--- config.mk ---
export PLATFORM = sky130hd
export DESIGN_NAME = kpt_ctrl
export DESIGN_NICKNAME = d
export VERILOG_FILES = /design/src/rtl/kpt_pkg.sv /design/src/rtl/kpt_ctrl.sv
export SDC_FILE = /design/constraint.sdc
export NUM_CORES = 1
export LEC_CHECK = 0
export ABC_AREA = 1
export CORE_MARGIN = 2
export CORE_UTILIZATION = 65
export CTS_CLUSTER_DIAMETER = 80
export CTS_CLUSTER_SIZE = 14
export DETAILED_ROUTE_END_ITERATION = 8
export DONT_BUFFER_PORTS = 1
export GPL_TIMING_DRIVEN = 1
export PLACE_DENSITY = 0.86
export SLEW_MARGIN = 15
export SYNTH_ARGS = -nofsm -noshare
export SYNTH_HDL_FRONTEND = slang
export SYNTH_SLANG_ARGS = --single-unit
--- constraint.sdc ---
create_clock -name aclk -period 3 [get_ports aclk]
set_input_delay 0.45 -clock aclk [delete_from_list [all_inputs] [get_ports aclk]]
set_output_delay 0.45 -clock aclk [all_outputs]
set_load 0.03 [all_outputs]
--- src/rtl/kpt_pkg.sv ---
package kpt_pkg;

    localparam int unsigned DATA_W = 32;
    localparam int unsigned REG_W  = 31;
    localparam int unsigned FRAC_W = 16;
    localparam int unsigned NUM_AXES = 3;
    localparam int unsigned AXIS_W = 2;

    localparam logic [REG_W-1:0] PROCESS_NOISE_RST     = 31'd655;
    localparam logic [REG_W-1:0] MEASUREMENT_NOISE_RST = 31'd65536;
    localparam logic [REG_W-1:0] TIME_STEP_RST         = 31'd6554;
    localparam logic [DATA_W-1:0] ONE_Q16              = 32'd65536;

    localparam logic [1:0] REG_PROCESS_NOISE     = 2'd0;
    localparam logic [1:0] REG_MEASUREMENT_NOISE = 2'd1;
    localparam logic [1:0] REG_TIME_STEP         = 2'd2;

    typedef enum logic [1:0] {
        OP_LOAD    = 2'd0,
        OP_PREDICT = 2'd1,
        OP_UPDATE  = 2'd2,
        OP_PROJECT = 2'd3
    } op_t;

    // datapath step selected by the controller
    typedef enum logic [3:0] {
        DP_NONE    = 4'd0,
        DP_CAPTURE = 4'd1,
        DP_MUL     = 4'd2,
        DP_ADDPOS  = 4'd3,
        DP_GAINDIV = 4'd4,
        DP_CORRMUL = 4'd5,
        DP_NEWPOS  = 4'd6,
        DP_ERRMUL  = 4'd7,
        DP_VELDIV  = 4'd8,
        DP_VELFIN  = 4'd9,
        DP_DIVSTEP = 4'd10,
        DP_LOAD    = 4'd11,
        DP_ERRADD  = 4'd12
    } dp_op_t;

    typedef struct packed {
        dp_op_t            op;
        logic [AXIS_W-1:0] axis;
    } dp_cmd_t;

    typedef struct packed {
        logic div_done;
    } dp_stat_t;

    function automatic logic signed [DATA_W-1:0] sat32(input logic signed [65:0] v,
                                                       output logic sat);
        logic signed [65:0] mx;
        logic signed [65:0] mn;
        begin
            mx = 66'sd2147483647;
            mn = -66'sd2147483648;
            sat = 1'b0;
            if (v > mx) begin
                sat = 1'b1;
                sat32 = 32'sh7fffffff;
            end else if (v < mn) begin
                sat = 1'b1;
                sat32 = 32'sh80000000;
            end else begin
                sat32 = v[DATA_W-1:0];
            end
        end
    endfunction

endpackage

--- src/rtl/kpt_ctrl.sv ---
module kpt_ctrl (
    input  logic            aclk,
    input  logic            aresetn,
    input  logic            s_valid,
    output logic            s_ready,
    input  logic [1:0]      s_opcode,
    output logic            m_valid,
    input  logic            m_ready,
    output kpt_pkg::dp_cmd_t cmd,
    input  kpt_pkg::dp_stat_t stat
);
    import kpt_pkg::*;

    typedef enum logic [7:0] {
        ST_IDLE  = 8'b0000_0001,
        ST_AXIS  = 8'b0000_0010,
        ST_STEP  = 8'b0000_0100,
        ST_DIV   = 8'b0000_1000,
        ST_NEXT  = 8'b0001_0000,
        ST_OUT   = 8'b0010_0000,
        ST_WAITO = 8'b0100_0000,
        ST_SPARE = 8'b1000_0000
    } state_t;

    state_t            state_reg, state_next;
    op_t               op_reg, op_next;
    logic [AXIS_W-1:0] axis_reg, axis_next;
    logic [2:0]        phase_reg, phase_next;
    logic              mv_reg, mv_next;

    assign s_ready = (state_reg == ST_IDLE) && (!mv_reg || m_ready);
    assign m_valid = mv_reg;

    always_ff @(posedge aclk) begin
        if (!aresetn) begin
            state_reg <= ST_IDLE;
            op_reg    <= OP_LOAD;
            axis_reg  <= '0;
            phase_reg <= '0;
            mv_reg    <= 1'b0;
        end else begin
            state_reg <= state_next;
            op_reg    <= op_next;
            axis_reg  <= axis_next;
            phase_reg <= phase_next;
            mv_reg    <= mv_next;
        end
    end

    // per-op sequence of datapath steps; phase picks the step
    function automatic dp_op_t step_of(input op_t o, input logic [2:0] ph);
        dp_op_t r;
        begin
            r = DP_NONE;
            case (o)
                OP_LOAD:    r = (ph == 3'd0) ? DP_LOAD : DP_NONE;
                OP_PREDICT: case (ph)
                    3'd0: r = DP_MUL;
                    3'd1: r = DP_ADDPOS;
                    3'd2: r = DP_ERRADD;
                    default: r = DP_NONE;
                endcase
                OP_UPDATE: case (ph)
                    3'd0: r = DP_GAINDIV;
                    3'd1: r = DP_CORRMUL;
                    3'd2: r = DP_NEWPOS;
                    3'd3: r = DP_ERRMUL;
                    3'd4: r = DP_VELDIV;
                    3'd5: r = DP_VELFIN;
                    default: r = DP_NONE;
                endcase
                OP_PROJECT: case (ph)
                    3'd0: r = DP_MUL;
                    3'd1: r = DP_ADDPOS;
                    default: r = DP_NONE;
                endcase
                default: r = DP_NONE;
            endcase
            step_of = r;
        end
    endfunction

    dp_op_t cur_step;
    assign cur_step = step_of(op_reg, phase_reg);

    always_comb begin
        state_next = state_reg;
        op_next    = op_reg;
        axis_next  = axis_reg;
        phase_next = phase_reg;
        mv_next    = mv_reg;
        cmd.op     = DP_NONE;
        cmd.axis   = axis_reg;
        if (mv_reg && m_ready) begin
            mv_next = 1'b0;
        end
        unique case (state_reg)
            ST_IDLE: begin
                if (s_valid && s_ready) begin
                    op_next    = op_t'(s_opcode);
                    axis_next  = '0;
                    phase_next = '0;
                    cmd.op     = DP_CAPTURE;
                    state_next = ST_STEP;
                end
            end
            ST_STEP: begin
                cmd.op = cur_step;
                if (cur_step == DP_NONE) begin
                    state_next = ST_NEXT;
                end else if (cur_step == DP_GAINDIV || cur_step == DP_VELDIV) begin
                    state_next = ST_DIV;
                end else begin
                    phase_next = phase_reg + 3'd1;
                end
            end
            ST_DIV: begin
                cmd.op = DP_DIVSTEP;
                if (stat.div_done) begin
                    phase_next = phase_reg + 3'd1;
                    state_next = ST_STEP;
                end
            end
            ST_NEXT: begin
                phase_next = '0;
                if (axis_reg == AXIS_W'(NUM_AXES - 1)) begin
                    state_next = ST_OUT;
                end else begin
                    axis_next  = axis_reg + AXIS_W'(1);
                    state_next = ST_STEP;
                end
            end
            ST_OUT: begin
                mv_next    = 1'b1;
                state_next = ST_IDLE;
            end
            ST_AXIS, ST_WAITO, ST_SPARE: state_next = ST_IDLE;
            default: state_next = ST_IDLE;
        endcase
    end

endmodule

==> flow_metrics.env <==
export IMPL_yosys_area_top_type="dfxtp_1"
export IMPL_cts_sinks=13
export IMPL_synthDistinctLibCells=22
export IMPL_detailed_place_hpwl_um=1440
export IMPL_cts_setup_buffers=0
export IMPL_grt_pass1_wl_um=2640
export IMPL_hold_path_class="input port to register"
export IMPL_pwr_density_cell_nw_per_um2=884
export IMPL_grt_remaining_overflow=0
export IMPL_vias=861
export IMPL_start_util_pct=69.1
export IMPL_synth_simple_area_share_pct=39.4
export IMPL_critical_path_max_fanout=4
export IMPL_startpoint_type="register"
export IMPL_syn_num_nets=148
export IMPL_routabilityCongestion=0.789
export IMPL_area_growth_pct=5.84
export IMPL_synth_area_um2=900
export IMPL_grt_max_degree=10
export IMPL_yosys_warnings=0
export IMPL_io_pins=15
export IMPL_drive_gt1_share_pct=10.0
export IMPL_cts_reportedPaths_clkPinSlew_ns=0.08
export IMPL_slowest_stage="dfxtp_1"
export IMPL_rsz0062_at_grt="false"
export IMPL_worstPathArrival_ns=1.70
export IMPL_ant_nets=0
export IMPL_post_cts_resized=0
export IMPL_crit_chain="inv_1, ha_1, inv_1, o21ai_1, nand2_1, inv_1, nand3_1, nand2_1"
export IMPL_cpMostUsedCell="inv_1"
export IMPL_grt_pass1_vias=657
export IMPL_cts_max_level=1
export IMPL_num_fill_cells=107
export IMPL_setup_worst_path_end_class="output pin"
export IMPL_dieArea_um2=1700
export IMPL_core_area_um2=1300
export IMPL_finalWorstSetupSlack_ns=0.851
export IMPL_synth_top_area_share_pct=28.9
export IMPL_synthMuxAreaShare_pct=0
export IMPL_cts_buffer_depth=2
export IMPL_synth_seq_area_share_pct=28.9
export IMPL_viasPerCell=5.55
export IMPL_cts_tree="built"
export IMPL_place_ws_ns=1.16
export IMPL_post_route_drc_count=0
export IMPL_post_route_period_util_pct=71.6
export IMPL_synth_xor_area_share_pct=0
export IMPL_ys_ff_latch=13
export IMPL_finalWirelength_um=1790
export IMPL_wire_per_inst_um=11.6
export IMPL_finalHoldViolCount=0
export IMPL_synth_fa_ha_area_share_pct=8.34
export IMPL_total_power_w=0.000842
export IMPL_antenna_found_initial=0
export IMPL_worst_pin_slew_ns=0.355
export IMPL_die_w_um=41.2
export IMPL_path_class="register to output pin"
export IMPL_finClkSkew_ns=0.00410
export IMPL_fmax_ghz=0.465
export IMPL_fp_dieH_um=41.2
export IMPL_antenna_cells=0
export IMPL_setup_viol=0
export IMPL_critPathBufInv=3
export IMPL_p_leak_nw=0.472
export IMPL_vdd_drop_max_uv=523
export IMPL_fin_nets=154
export IMPL_drv_slew=0
export IMPL_avgSynthCellArea_um2=6.66
export IMPL_status="completed"
export IMPL_cts_root_buf="clkbuf_4"
export IMPL_path_delay_family="simple AND/OR/NAND/NOR gates"
export IMPL_slew_headroom_pct=76.3
export IMPL_synthCells=135
export IMPL_largest_reg_flops=5
export IMPL_drt_first_pass_iters=4
export IMPL_synth_compound_area_share_pct=13.8
export IMPL_seqCellArea_um2=260
export IMPL_worstSkewPairLatency_ns=0.28
export IMPL_fin_hold_ws_ns=0.268
export IMPL_num_rows=13
export IMPL_initialDrtViolationCount=36
export IMPL_min_period_ns=2.15
export IMPL_critPathMaxStageDelay_ns=0.34
export IMPL_synth_top_family_by_area="simple AND/OR/NAND/NOR gates"
export IMPL_io_buffers=0
export IMPL_drv_cap=0
export IMPL_cts_made_buffers=3
export IMPL_finalSetupTns_ns=0
export IMPL_multi_input_area_um2=553
export IMPL_required_ns=2.55
export IMPL_hold_buffers=0
export IMPL_yosys_top_cells_area="dfxtp_1, nand2_1, ha_1"
export IMPL_grt_usage_pct=24.3
[synth_stat cells]
master	instances
nand3b_1	1
nor3_1	1
buf_4	1
a21o_1	1
inv_2	1
inv_1	20
nand2_2	2
nand2_1	30
nand3_1	13
a21oi_1	10
or2_1	1
nor2_1	15
nand3_4	2
o21ai_0	7
ha_1	6
nand3_2	1
dfxtp_1	13
o211a_1	1
nor2_2	2
a21oi_4	1
nand4_1	5
o21ai_1	1
[power breakdown]
group	switching (W)	leakage, nW	total (W)	internal (W)
registers	0.0000562	0.107	0.000267	0.000211
logic	0.000303	0.351	0.000466	0.000163
clock network	0.0000573	0.0150	0.000109	0.0000516
[cell families (layout without fill, tap and decap cells)]
| logic type | after synthesis | after routing |
|---|---|---|
| AO/OA/AOI/OAI | 21 | 21 |
| adder cells (fa/ha/maj) | 6 | 6 |
| buffers and inverters | 22 | 27 |
| flip-flops | 13 | 13 |
| AND/OR/NAND/NOR | 73 | 73 |
[worst reg2reg max path: stages, from the launching register on]
cell and delay, ns:
dfxtp_1 0.38, inv_1 0.10, ha_1 0.23, nor2_1 0.15, nand3_1 0.09, nand2_1 0.06
nand2_1 0.10, a21oi_4 0.21, nand3_4 0.12, a21oi_1 0.15, nor2_1 0.06
[path summary, 6_finish.rpt]
| check | startpoint | end | slack (ns) | cells after the start |
|---|---|---|---|---|
| max reg2reg | phase_reg[0] | phase_reg[1] | 1.25 | 10 |
| min reg2reg | state_reg[5] | m_valid | 0.50 | 2 |
| min | aresetn | state_reg[2] | 0.27 | 2 |
| max | phase_reg[0] | cmd[2] | 0.85 | 8 |
[through the flow]
step	std cells	area, µm²	util (%)
after CTS	155	952	73.2
final	155	952	73.2
after detailed placement	151	926	71.2
after global routing	155	952	73.2
after floorplan	135	900	-
after global placement	151	926	71.2
[routing by layer]
layer,vias up,global-route usage (%),wire [µm]
li1,455,-,-
met1,369,32.1,854
met2,35,35.5,795
met3,2,7.07,123
met4,0,12.1,17
met5,-,0,0
[cell type report]
cell class                      instances  area share [%]
Multi-Input combinational cell        100            58.1
Sequential cell                        13            27.3
Inverter                               21            8.28
Clock buffer                            4            2.76
Tap cell                               15            1.97
Timing Repair Buffer                    2            1.58
[placed cells by master, fill, tap and decap left out, drive strengths merged, types with 2 or more instances in the layout]
master	Yosys	final
a21oi	11	11
buf	1	2
clkbuf	0	4
dfxtp	13	13
ha	6	6
inv	21	21
nand2	32	32
nand3	16	16
nand4	5	5
nor2	17	17
o21ai	8	8
Note: power is estimated with default switching activity, not from simulation.
